### config.mk
export PLATFORM = sky130hd
export DESIGN_NAME = stepper_indexed_positioner_core
export DESIGN_NICKNAME = d
export VERILOG_FILES = /design/src/design/sip_pkg.sv /design/src/design/stepper_indexed_positioner_core.sv /design/src/design/sip_move_calc.sv
export SDC_FILE = /design/constraint.sdc
export NUM_CORES = 1
export LEC_CHECK = 0
export ABC_AREA = 1
export BUFFER_PORTS_ARGS = -buffer_cell sky130_fd_sc_hd__buf_4
export CORE_MARGIN = 8
export CORE_UTILIZATION = 25
export DETAILED_ROUTE_END_ITERATION = 8
export PLACE_DENSITY_LB_ADDON = 0.15
export SETUP_SLACK_MARGIN = 0.05
export SLEW_MARGIN = 30
export SYNTH_ARGS = -nofsm -noshare
export SYNTH_HDL_FRONTEND = slang
export SYNTH_HIERARCHICAL = 1
export SYNTH_SLANG_ARGS = --single-unit
### constraint.sdc
create_clock -name clock -period 4.8 [get_ports clock]
set_input_delay 0.72 -clock clock [delete_from_list [all_inputs] [get_ports clock]]
set_output_delay 0.72 -clock clock [all_outputs]
set_load 0.03 [all_outputs]
### src/design/sip_pkg.sv
// Shared types and constants for the stepper indexed positioner.
`default_nettype none

package sip_pkg;

   // Command codes carried by req_op; code 3 is unused and does nothing.
   typedef enum logic [1:0] {
      OP_TICK = 2'd0,
      OP_MOVE = 2'd1,
      OP_ZERO = 2'd2
   } op_type;

   // Move planner decisions handed to the state update.
   typedef struct packed {
      logic in_range;   // target index below the position count
      logic zero_dist;  // target already under the rotor
      logic fwd;        // shortest path runs forward
   } plan_type;

   // Half-step coil pattern, bit0 first winding.
   function automatic logic [3:0] coil_pattern(input logic [2:0] ph);
      logic [3:0] pat;
      case (ph)
         3'd0: pat = 4'h1;
         3'd1: pat = 4'h3;
         3'd2: pat = 4'h2;
         3'd3: pat = 4'h6;
         3'd4: pat = 4'h4;
         3'd5: pat = 4'hC;
         3'd6: pat = 4'h8;
         3'd7: pat = 4'h9;
         default: pat = 4'h0;
      endcase
      return pat;
   endfunction

endpackage

`default_nettype wire

### src/design/stepper_indexed_positioner_core.sv
// Top level of the stepper indexed positioner: handshake, state and coil drive.
`default_nettype none

// Half-step positioner for a four-coil stepper. Each request beat is a tick
// (advance one half step toward the pending target), a move (pick a target
// index, plan the shortest signed path; an exact half turn goes forward only
// when the target step is above the current one) or a set-zero (present spot
// becomes position 0, any move stops). Every request beat yields exactly one
// response beat showing the state after it: coil drive, busy flag, last index
// reached and absolute half-step count. Moves to an index at or above N_POS,
// and moves to the index already reached while idle, change nothing. A move
// leaves the coils as they were until the next tick; coils drop to zero when
// a move ends. Rate: one beat per clock sustained while rsp_ready stays high;
// a request is registered, then the whole state update runs combinationally
// into the state registers, which drive the response directly. The state
// update (planner subtract/compare plus step wrap) sets the pace.
// STEPS_REV sets the width of rsp_absolute_step; N_POS is at most 16.

module stepper_indexed_positioner_core
   import sip_pkg::*;
#(
   parameter int STEPS_REV = 8192,
   parameter int N_POS     = 5
) (
   input  wire logic                          clock,
   input  wire logic                          reset,

   input  wire logic                          req_valid,
   output logic                               req_ready,
   input  wire logic [1:0]                    req_op,
   input  wire logic [3:0]                    req_target,

   output logic                               rsp_valid,
   input  wire logic                          rsp_ready,
   output logic [3:0]                         rsp_coils,
   output logic                               rsp_busy_res,
   output logic [3:0]                         rsp_position,
   output logic [$clog2(STEPS_REV)-1:0]       rsp_absolute_step
);

   localparam int AW = $clog2(STEPS_REV);
   localparam logic [AW-1:0] LAST_STEP = AW'(STEPS_REV - 1);

   // ---------------- input stage ----------------
   logic       in_vld_ff, in_vld_in;
   logic [1:0] op_ff,  op_in;
   logic [3:0] tgt_ff, tgt_in;
   logic       out_vld_ff, out_vld_in;
   logic       adv;   // input stage item moves into the state/response stage

   assign adv       = in_vld_ff && (!out_vld_ff || rsp_ready);
   assign req_ready = !in_vld_ff || adv;

   always_comb begin
      in_vld_in = in_vld_ff;
      op_in     = op_ff;
      tgt_in    = tgt_ff;
      if (req_valid && req_ready) begin
         in_vld_in = 1'b1;
         op_in     = req_op;
         tgt_in    = req_target;
      end else if (adv) begin
         in_vld_in = 1'b0;
      end
   end

   always_comb begin
      out_vld_in = out_vld_ff;
      if (adv) begin
         out_vld_in = 1'b1;
      end else if (rsp_ready) begin
         out_vld_in = 1'b0;
      end
   end

   // ---------------- positioner state ----------------
   logic [2:0]    phase_ff,   phase_in;
   logic [AW-1:0] abs_ff,     abs_in;
   logic [3:0]    reached_ff, reached_in;
   logic [3:0]    pending_ff, pending_in;
   logic [AW-1:0] steps_ff,   steps_in;
   logic          fwd_ff,     fwd_in;
   logic [3:0]    coil_ff,    coil_in;
   logic          busy_ff,    busy_in;

   plan_type      plan;
   logic [AW-1:0] plan_steps;

   sip_move_calc #(
      .STEPS_REV (STEPS_REV),
      .N_POS     (N_POS),
      .AW        (AW)
   ) u_move_calc (
      .target   (tgt_ff),
      .abs_step (abs_ff),
      .plan     (plan),
      .steps    (plan_steps)
   );

   always_comb begin
      phase_in   = phase_ff;
      abs_in     = abs_ff;
      reached_in = reached_ff;
      pending_in = pending_ff;
      steps_in   = steps_ff;
      fwd_in     = fwd_ff;
      coil_in    = coil_ff;
      if (adv) begin
         case (op_ff)
            OP_TICK: begin
               // idle ticks are no-ops
               if (steps_ff != '0) begin
                  phase_in = fwd_ff ? phase_ff + 3'd1 : phase_ff - 3'd1;
                  coil_in  = coil_pattern(phase_in);
                  if (fwd_ff) begin
                     abs_in = (abs_ff == LAST_STEP) ? '0 : abs_ff + AW'(1);
                  end else begin
                     abs_in = (abs_ff == '0) ? LAST_STEP : abs_ff - AW'(1);
                  end
                  steps_in = steps_ff - AW'(1);
                  if (steps_ff == AW'(1)) begin
                     reached_in = pending_ff;
                     coil_in    = 4'h0;
                  end
               end
            end
            OP_MOVE: begin
               // skip out-of-range targets and re-requests of the spot we sit on
               if (plan.in_range && !(tgt_ff == reached_ff && steps_ff == '0)) begin
                  if (plan.zero_dist) begin
                     reached_in = tgt_ff;
                     steps_in   = '0;
                     coil_in    = 4'h0;
                  end else begin
                     fwd_in     = plan.fwd;
                     steps_in   = plan_steps;
                     pending_in = tgt_ff;
                  end
               end
            end
            OP_ZERO: begin
               reached_in = 4'h0;
               abs_in     = '0;
               phase_in   = 3'd0;
               steps_in   = '0;
               coil_in    = 4'h0;
            end
            default: begin
            end
         endcase
      end
      busy_in = (steps_in != '0);
   end

   always_ff @(posedge clock) begin
      if (reset) begin
         in_vld_ff  <= 1'b0;
         out_vld_ff <= 1'b0;
         phase_ff   <= '0;
         abs_ff     <= '0;
         reached_ff <= '0;
         pending_ff <= '0;
         steps_ff   <= '0;
         fwd_ff     <= 1'b0;
         coil_ff    <= '0;
         busy_ff    <= 1'b0;
      end else begin
         in_vld_ff  <= in_vld_in;
         out_vld_ff <= out_vld_in;
         phase_ff   <= phase_in;
         abs_ff     <= abs_in;
         reached_ff <= reached_in;
         pending_ff <= pending_in;
         steps_ff   <= steps_in;
         fwd_ff     <= fwd_in;
         coil_ff    <= coil_in;
         busy_ff    <= busy_in;
      end
   end

   // payload registers need no reset
   always_ff @(posedge clock) begin
      op_ff  <= op_in;
      tgt_ff <= tgt_in;
   end

   // state only moves when a response slot opens, so it doubles as the
   // response register
   assign rsp_valid         = out_vld_ff;
   assign rsp_coils         = coil_ff;
   assign rsp_busy_res      = busy_ff;
   assign rsp_position      = reached_ff;
   assign rsp_absolute_step = abs_ff;

`ifndef NO_ASSERTIONS
   a_busy_tracks_count: assert property (@(posedge clock) disable iff (reset)
      busy_ff == (steps_ff != '0))
      else $error("busy flag out of step with remaining count");

   a_coils_off_idle: assert property (@(posedge clock) disable iff (reset)
      !busy_ff |-> coil_ff == 4'h0)
      else $error("coils driven with no move running");

   a_abs_in_range: assert property (@(posedge clock) disable iff (reset)
      abs_ff <= LAST_STEP)
      else $error("absolute step beyond one revolution");

   a_adv_gives_rsp: assert property (@(posedge clock) disable iff (reset)
      adv |=> out_vld_ff)
      else $error("processed beat produced no response");

   a_state_held_stall: assert property (@(posedge clock) disable iff (reset)
      out_vld_ff && !rsp_ready |=> $stable(abs_ff) && $stable(coil_ff))
      else $error("state moved under a stalled response");
`endif

endmodule

`default_nettype wire

### src/design/sip_move_calc.sv
// Move planner: target lookup and shortest signed path around the circle.
`default_nettype none

module sip_move_calc
   import sip_pkg::*;
#(
   parameter int STEPS_REV = 8192,
   parameter int N_POS     = 5,
   parameter int AW        = 13
) (
   input  wire logic [3:0]    target,
   input  wire logic [AW-1:0] abs_step,
   output plan_type           plan,
   output logic [AW-1:0]      steps
);

   localparam int DW = AW + 2;
   localparam logic signed [DW-1:0] HALF_S = DW'(STEPS_REV / 2);
   localparam logic signed [DW-1:0] REV_S  = DW'(STEPS_REV);

   // absolute step of each position index
   logic [AW-1:0] pos_abs [16];

   for (genvar k = 0; k < 16; k++) begin : g_pos
      localparam logic [AW-1:0] POS_V = AW'((STEPS_REV * k) / N_POS);
      assign pos_abs[k] = POS_V;
   end

   logic signed [DW-1:0] delta;
   logic signed [DW-1:0] wrapped;
   logic signed [DW-1:0] mag;

   always_comb begin
      delta = $signed({2'b00, pos_abs[target]}) - $signed({2'b00, abs_step});
      if (delta > HALF_S) begin
         wrapped = delta - REV_S;
      end else if (delta < -HALF_S) begin
         wrapped = delta + REV_S;
      end else begin
         wrapped = delta;
      end
      mag = (wrapped < 0) ? -wrapped : wrapped;
   end

   assign steps          = mag[AW-1:0];
   assign plan.in_range  = ({1'b0, target} < 5'(N_POS));
   assign plan.zero_dist = (wrapped == '0);
   assign plan.fwd       = (wrapped > 0);

endmodule

`default_nettype wire

==> impl_metrics.py, run 1 <==
metrics = {
    "yosys": {
        "synth_area_leader_cell": "dfxtp_1",
        "ys_top_cells_by_area": "dfxtp_1 (19%), nand2_1 (16%), inv_1 (8.4%), ha_1 (7.8%), nand3_1 (6.6%)",
        "syn_area_sq_um": 4807,
        "synth_edf_count": 6,
        "yosysWarnings": 6,
        "ys_seq_elements": 51,
        "synthCells": 776,
        "syn_nets": 818,
        "ys_seq_area_share_pct": 22.49,
        "postSynthAreaPerCell_sq_um": 6.195,
        "synth-main-ff-cell": "dfxtp_1",
        "post-synth-top-area-fraction_pct": 18.74,
        "post_synth_num_cell_types": 47,
        "async_reset_ff_share_pct": 0,
    },
    "layout": {
        "antennaDiodeCount": 0,
        "area_delta_synth_final_pct": 13.48,
        "fill_cells": 2154,
        "final_cell_count_no_fill": 1042,
        "design_area_sq_um": 5455,
        "drive_gt1_share_pct": 13.00,
        "final_nets": 849,
        "final_util_pct": 29.07,
    },
    "clock_tree": {
        "holdBufCountCts": 0,
        "clk_pin_slew_worst_paths_ps": 70,
        "clockBufferDepth": 2,
        "cts.sinks": 51,
        "cts.htree.levels": 2,
        "clk_latency_ps": 300,
        "cts_buffers": 5,
        "root_buffer": "clkbuf_16",
        "tritoncts": "done",
    },
    "pwr": {
        "p_sw_share_pct": 43.46,
        "p_seq_share_pct": 31.0,
        "max-vdd-ir-drop_mv": 0.1398,
        "p_clk_share_pct": 24.2,
        "pwr-share-comb_pct": 44.8,
        "p_sw_mw": 0.6781,
        "internal_power_mw": 0.8823,
        "p_per_area_nw_per_um2": 286.0,
        "p_leak_nw": 2.582,
        "p_total_mw": 1.560,
    },
    "worst_setup_path": {
        "crit_path_max_incr_delay_ps": 460,
        "path_class": "flop to flop",
        "cp_common_cell": "nand2_1",
        "cpMaxStageDelayCell": "edfxtp_1",
        "end_kind": "flop",
        "required_ps": 4980,
        "start_kind": "flop",
        "worst-path-max-fanout": 9,
        "critPathArrivalTime_ps": 4460,
    },
    "detailed_routing": {
        "first_pass_iters": 5,
        "drc": 0,
        "drt-total-wl_mm": 14.55,
        "via_per_inst": 4.622,
        "vias": 4816,
        "drt-wirelength-per-cell_um": 13.96,
        "initialDrtViolationCount": 247,
        "ant_nets": 0,
    },
    "place": {
        "dpl_worst_slack_ps": 309.5,
        "gp_congestion": 0.8318,
        "dp.cells": 1030,
        "port_buffers": 33,
        "hpwlAfterDp_mm": 11.44,
        "place_area_sq_um": 5280,
    },
    "floorplanning": {
        "coreArea_sq_um": 18770,
        "start_util_pct": 25.61,
        "die_y_um": 154.7,
        "pin_count": 34,
        "die_area_sq_um": 23920,
        "die_w_um": 154.7,
        "rows": 50,
    },
    "job": {
        "drv_cap": 0,
    },
    "timing": {
        "tns_ps": 0,
        "worst_slew_pin_slew_ps": 757.2,
        "fin_ws_ps": 519.1,
        "finalCritPeriodShare_pct": 89.18,
        "maxSlewViolCount": 0,
        "fmax_ghz": 0.2336,
        "fin_skew_ps": 6.778,
        "fin_crit_ps": 4281,
        "rsz0062_at_grt": "false",
        "slew_headroom_pct": 49.45,
        "hold_violations": 0,
        "whs_ps": 456.1,
        "setup_viol": 0,
    },
    "min_path": {
        "hp-class": "flop to flop",
    },
    "global_route": {
        "antenna_found_initial": 0,
        "grt_pass1_wl_mm": 23.94,
        "grt_max_degree": 37,
        "overflow": 0,
        "grt_pass1_vias": 4733,
        "track_usage_pct": 12.32,
    },
    "status": {
        "outcome": "finished clean",
    },
}
cell type report:
cell class | instances | area [sq um] | area share [%]
Clock inverter | 2 | 16.27 | 0.2982
Clock buffer | 6 | 128.9 | 2.362
Timing Repair Buffer | 39 | 292.8 | 5.367
Multi-Input combinational cell | 586 | 3178 | 58.26
Inverter | 124 | 465.4 | 8.532
Sequential cell | 51 | 1081 | 19.82
Tap cell | 234 | 292.8 | 5.367
logic make-up (layout without fill, tap and decap cells):
group,after synthesis,after routing,share of synthesized area (%)
buffers and inverters,139,171,11.40
xor gates and xnor gates,23,23,4.347
DFF,51,51,22.49
AOI/OAI and AO/OA,112,112,12.60
and+or+nand+nor,419,419,40.53
adders and majority gates,32,32,8.641
power groups by stage:
stage / Combinational [mW] / Sequential [mW] / Clock, mW
finish: 0.699 / 0.483 / 0.378
global route: 0.792 / 0.487 / 0.408
CTS: 0.701 / 0.484 / 0.399
detailed placement: 0.699 / 0.494 / 0
global placement: 0.708 / 0.495 / 0
floorplan: 0.524 / 0.503 / 0
state kept, by name, indices dropped and copies added (netlist names):
| name | flops |
|---|---|
| fwd_ff | 1 |
| in_vld_ff | 1 |
| op_ff | 2 |
| pending_ff | 4 |
| phase_ff | 3 |
| rsp_absolute_step | 13 |
| rsp_busy_res | 1 |
| rsp_coils | 4 |
| rsp_position | 4 |
| rsp_valid | 1 |
| steps_ff | 13 |
| tgt_ff | 4 |
Yosys cell counts (2+ instances only):
cell	n
fa_1	2
inv_2	15
nand2_2	12
nand3_2	3
xor2_1	13
nand3b_1	5
inv_1	108
buf_6	3
o211ai_1	2
nor2_2	7
o21ai_1	9
nor3_2	2
nor2_4	6
nand2_4	7
o2111ai_1	2
xnor2_1	9
o22ai_1	4
edfxtp_1	6
ha_1	30
nand2_1	209
nor3_1	10
nand3_1	63
dfxtp_1	45
a21oi_1	51
clkbuf_1	8
buf_2	3
nor2_1	77
nand4_1	11
o21ai_0	35
o311ai_0	2
repair_timing:
item,CTS,global route
endpoints found under the hold margin,0,0
resized for setup,0,1
setup endpoints to repair,0,2
buffers inserted,0,4
layer usage:
metal	share of wire, %	vias up	track usage [%]
li1	-	2543	-
met1	49	2173	15.85
met2	46	90	20.94
met3	4.0	10	2.034
met4	1.1	0	3.173
met5	0	-	0
path summary, 6_finish.rpt:
kind,startpoint,slack (ps),end,cells after the start
max,tgt_ff[0],520,rsp_busy_res,28
min,pending_ff[2],460,pending_ff[2],2
max reg2reg,tgt_ff[0],520,rsp_busy_res,28
min reg2reg,pending_ff[2],460,pending_ff[2],2
critical path: cells and delay by family, from the launching register on:
family / cells / cell delay [ps]
DFF: 1 / 460
AOI/OAI and AO/OA: 5 / 900
buffers and inverters: 5 / 510
adders and majority gates: 2 / 690
and+or+nand+nor: 16 / 1590
cell usage in the layout (no fill, tap or decap), types with 2 or more instances in the layout:
| cell | synthesis | layout |
|---|---|---|
| o2111ai_1 | 2 | 2 |
| a21oi_1 | 51 | 51 |
| ha_1 | 30 | 30 |
| clkbuf_16 | 0 | 5 |
| xnor2_1 | 9 | 9 |
| fa_1 | 2 | 2 |
| nand3_2 | 3 | 3 |
| dfxtp_1 | 45 | 45 |
| nand4_1 | 11 | 11 |
| nor2_2 | 7 | 7 |
| inv_1 | 108 | 108 |
| o211ai_1 | 2 | 2 |
| xor2_1 | 13 | 13 |
| buf_4 | 0 | 39 |
| nand2_1 | 209 | 209 |
| nand2_2 | 12 | 12 |
| o311ai_0 | 2 | 2 |
| nor2_1 | 77 | 77 |
| o22ai_1 | 4 | 4 |
| edfxtp_1 | 6 | 6 |
| o21ai_1 | 9 | 10 |
| o21ai_0 | 35 | 34 |
| nor2_4 | 6 | 6 |
| nand3b_1 | 5 | 5 |
| nand3_1 | 63 | 63 |
| nand2_4 | 7 | 7 |
| nor3_1 | 10 | 10 |
| inv_2 | 15 | 15 |
| nor3_2 | 2 | 2 |
Note: power is estimated with default switching activity, not from simulation.
==> run 2: changes to the inputs <==
BUFFER_PORTS_ARGS = -buffer_cell sky130_fd_sc_hd__buf_2   (was -buffer_cell sky130_fd_sc_hd__buf_4)
==> impl_metrics.py, run 2 (synthesis gave the netlist of run 1 again) <==
metrics = {
    "pwr": {
        "pwr-share-comb_pct": 44.6,
        "p_sw_mw": 0.6698,
        "p_per_area_nw_per_um2": 288.3,
        "p_leak_nw": 2.558,
        "p_clk_share_pct": 24.2,
        "p_sw_share_pct": 43.42,
        "max-vdd-ir-drop_mv": 0.1319,
        "p_seq_share_pct": 31.2,
        "internal_power_mw": 0.8727,
    },
    "floorplanning": {
        "die_y_um": 154.7,
        "rows": 50,
        "coreArea_sq_um": 18770,
        "pin_count": 34,
        "die_w_um": 154.7,
        "die_area_sq_um": 23920,
        "start_util_pct": 25.61,
    },
    "place": {
        "hpwlAfterDp_mm": 11.30,
        "dpl_worst_slack_ps": 554.9,
        "gp_congestion": 0.8341,
        "port_buffers": 33,
    },
    "worst_setup_path": {
        "reg2reg_setup_slack_ps": 540,
        "cp_common_cell": "nand2_1",
        "path_class": "flop to flop",
        "r2r-end": "rsp_busy_res",
        "crit_path_max_incr_delay_ps": 440,
        "cp-endpoint": "rsp_busy_res",
        "crit_cells": 30,
        "cp_num_buf_inv": 5,
        "end_kind": "flop",
        "crit_path_start": "tgt_ff[1]",
        "worst-path-max-fanout": 9,
        "required_ps": 4960,
        "worstReg2RegStart": "tgt_ff[1]",
        "r2r_cells": 30,
        "start_kind": "flop",
        "cpMaxStageDelayCell": "ha_1",
        "critPathArrivalTime_ps": 4420,
        "critPathTopFamily": "simple AND/OR/NAND/NOR gates",
    },
    "layout": {
        "antennaDiodeCount": 0,
        "drive_gt1_share_pct": 12.67,
        "layout_commonest_cell": "nand2_1",
        "most-common-layout-cells": "nand2_1 (209), inv_1 (108), nor2_1 (77)",
        "final_nets": 846,
        "area_delta_synth_final_pct": 11.30,
    },
    "timing": {
        "fin_crit_ps": 4261,
        "fin_skew_ps": 10.71,
        "tns_ps": 0,
        "rsz0062_at_grt": "false",
        "hold_violations": 0,
        "slew_headroom_pct": 44.88,
        "maxSlewViolCount": 0,
        "finalCritPeriodShare_pct": 88.76,
        "worst_slew_pin_slew_ps": 826.8,
        "fmax_ghz": 0.2347,
        "fin_ws_ps": 539.3,
        "setup_viol": 0,
    },
    "detailed_routing": {
        "drc": 0,
        "drt-wirelength-per-cell_um": 13.71,
        "first_pass_iters": 4,
        "drt-total-wl_mm": 14.24,
        "vias": 4775,
        "ant_nets": 0,
        "via_per_inst": 4.596,
        "initialDrtViolationCount": 226,
    },
    "clock_tree": {
        "cts_resized": 0,
        "cts.sinks": 51,
        "clk_pin_slew_worst_paths_ps": 80,
        "postCtsSetupRepairBufs": 0,
        "clk_latency_ps": 310,
        "cts_buffers": 5,
        "holdBufCountCts": 0,
        "root_buffer": "clkbuf_16",
        "clockBufferDepth": 2,
        "tritoncts": "done",
        "cts.htree.levels": 2,
    },
    "global_route": {
        "grt_pass1_wl_mm": 23.82,
        "overflow": 0,
        "track_usage_pct": 12.28,
        "grt_max_degree": 37,
        "antenna_found_initial": 0,
        "grt_pass1_vias": 4637,
    },
    "status": {
        "outcome": "finished clean",
    },
    "min_path": {
        "hp-class": "flop to flop",
        "hold_start": "pending_ff[3]",
    },
    "job": {
        "drv_cap": 0,
    },
}
-- run 2: cell types whose count changed in the layout (fill, tap and decap cells not counted), sizes merged --
cell / previous run / this run
buf: 39 / 36
-- run 2: metal layers --
layer / wire length [um] / up-vias / GRT usage [%]
li1: - / 2542 / -
met1: 6952 / 2151 / 15.33
met2: 6648 / 68 / 21.08
met3: 425 / 14 / 2.257
met4: 216 / 0 / 3.593
met5: 0 / - / 0
-- run 2: how the worst min path moves through the flow --
stage,to,cells after the start
2_1_floorplan,pending_ff[2],2
3_3_place_gp,pending_ff[3],2
3_5_place_dp,pending_ff[3],2
4_1_cts,pending_ff[3],2
5_1_grt,pending_ff[3],2
6_report,pending_ff[3],2
-- run 2: power by group through the flow --
stage                     clock [mW]  sequential [mW]  combinational (mW)
after floorplan                    0            0.503               0.524
after global placement             0            0.493               0.701
after detailed placement           0            0.491               0.689
after CTS                      0.395            0.481               0.692
after global routing           0.410            0.485               0.788
final                          0.373            0.481               0.688
-- run 2: final cells by class --
| cell class | instances | area [sq um] |
|---|---|---|
| clock inverters | 2 | 16.27 |
| fillers | 2166 | 13420 |
| multi-input cells | 586 | 3178 |
| repair buffers | 36 | 187.7 |
| inverters | 124 | 465.4 |
| flip-flops and latches | 51 | 1081 |
| clock buffers | 6 | 128.9 |
| well taps | 234 | 292.8 |
-- run 2: through the flow --
step	total power, mW	area (sq um)	std cells	util (%)	hold slack, ps
after detailed placement	1.180	5205	1031	27.73	446.0
after floorplan	1.026	4807	776	-	424.8
after CTS	1.568	5350	1039	28.51	456.7
final	1.542	5350	1039	28.51	451.8
after global placement	1.194	5205	1031	27.73	445.5
after global routing	1.683	5350	1039	28.51	468.0
-- run 2: tightest hold or removal path, cell delays in order, from the launching register on --
cell and delay [ps]:
dfxtp_1 300, inv_1 50, a21oi_1 50
==> run 3: changes to the inputs <==
CORE_ASPECT_RATIO = 2   (was unset)
==> impl_metrics.py, run 3 (synthesis gave the netlist of run 1 again) <==
metrics = {
    "status": {
        "outcome": "finished clean",
    },
    "worst_setup_path": {
        "cpMaxStageDelayCell": "edfxtp_1",
        "path_class": "flop to flop",
        "start_kind": "flop",
        "cp_num_buf_inv": 5,
        "worstReg2RegStart": "tgt_ff[0]",
        "required_ps": 4970,
        "crit_path_start": "tgt_ff[0]",
        "crit_path_max_incr_delay_ps": 480,
        "worst-path-max-fanout": 9,
        "critPathArrivalTime_ps": 4500,
        "end_kind": "flop",
        "critPathTopFamily": "simple AND/OR/NAND/NOR gates",
        "cp_common_cell": "nand2_1",
    },
    "floorplanning": {
        "die_area_sq_um": 24190,
        "start_util_pct": 25.17,
        "rows": 72,
        "die_w_um": 114.1,
        "coreArea_sq_um": 19100,
        "pin_count": 34,
        "die_y_um": 212.1,
    },
    "job": {
        "drv_cap": 0,
    },
    "detailed_routing": {
        "first_pass_iters": 4,
        "drt-total-wl_mm": 14.42,
        "ant_nets": 0,
        "initialDrtViolationCount": 193,
        "via_per_inst": 4.519,
        "drc": 0,
        "drt-wirelength-per-cell_um": 13.54,
        "vias": 4813,
    },
    "global_route": {
        "antenna_found_initial": 0,
        "grt_pass1_wl_mm": 23.94,
        "grt_max_degree": 37,
        "grt_pass1_vias": 4711,
        "overflow": 0,
        "track_usage_pct": 12.25,
    },
    "timing": {
        "tns_ps": 0,
        "rsz0062_at_grt": "false",
        "finalCritPeriodShare_pct": 90.14,
        "maxSlewViolCount": 0,
        "worst_slew_pin_slew_ps": 755.9,
        "setup_viol": 0,
        "hold_violations": 0,
        "slew_headroom_pct": 49.53,
        "fin_crit_ps": 4327,
        "fin_skew_ps": 12.05,
        "fin_ws_ps": 473.2,
        "fmax_ghz": 0.2311,
    },
    "place": {
        "port_buffers": 33,
        "gp_congestion": 0.8502,
        "hpwlAfterDp_mm": 11.62,
        "dpl_worst_slack_ps": 239.1,
    },
    "layout": {
        "antennaDiodeCount": 0,
        "fill_cells": 2229,
        "layout_commonest_cell": "nand2_1",
        "drive_gt1_share_pct": 12.90,
        "area_delta_synth_final_pct": 12.29,
        "most-common-layout-cells": "nand2_1 (209), inv_1 (108), nor2_1 (77)",
        "final_nets": 847,
    },
    "clock_tree": {
        "root_buffer": "clkbuf_16",
        "clk_latency_ps": 310,
        "cts_buffers": 5,
        "cts.htree.levels": 2,
        "tritoncts": "done",
        "holdBufCountCts": 0,
        "clockBufferDepth": 2,
        "clk_pin_slew_worst_paths_ps": 80,
        "cts.sinks": 51,
    },
    "pwr": {
        "p_per_area_nw_per_um2": 289.2,
        "max-vdd-ir-drop_mv": 0.1362,
        "p_leak_nw": 2.572,
    },
    "min_path": {
        "hp-class": "flop to flop",
        "hold_start": "pending_ff[3]",
    },
}
## run 3: timing repair
action,4_1_cts,5_1_grt
setup buffers,0,3
resized for setup,0,1
setup endpoints to repair,0,6
## run 3: metal layers
layer	up-vias	global-route usage [%]	share of wire [%]
met2	73	22.57	51
met4	0	3.837	1.9
met3	16	1.451	2.2
li1	2537	-	-
met5	-	0	0
met1	2187	14.22	44
## run 3: layout make-up
class | count | area, sq um | share of cell area [%]
clock buffer | 5 | 125.1 | 2.318
clock inverter | 3 | 28.78 | 0.5331
inverter | 124 | 465.4 | 8.623
multi-input combinational | 586 | 3178 | 58.88
sequential | 51 | 1081 | 20.03
tap | 259 | 324.1 | 6.004
timing repair buffer | 37 | 195.2 | 3.616
## run 3: metrics by stage
stage	utilization [%]	instances	instance area [sq um]	hold WS (ps)	total power [mW]
detailed placement	27.34	1054	5221	443.4	1.185
floorplan	-	776	4807	424.8	1.026
CTS	28.14	1062	5375	454.8	1.590
global placement	27.34	1054	5221	443.9	1.193
global route	28.26	1065	5398	477.7	1.693
finish	28.26	1065	5398	452.3	1.561
## run 3: worst min-delay path, delay by kind of cell, from the launching register on
family	cells	cell delay (ps)
AO/OA/AOI/OAI	1	50
flip-flops	1	300
buffers and inverters	1	50
## run 3: power breakdown
group          switching, mW  total [mW]  internal (mW)
Clock                  0.194       0.394          0.200
Sequential            0.0312       0.484          0.452
Combinational          0.459       0.684          0.225
## run 3: worst paths after layout
kind,slack (ps),cells past startpoint,end
setup / recovery,470,30,rsp_busy_res
hold reg to reg,450,2,pending_ff[3]
setup reg to reg,470,30,rsp_busy_res
hold / removal,450,2,pending_ff[3]
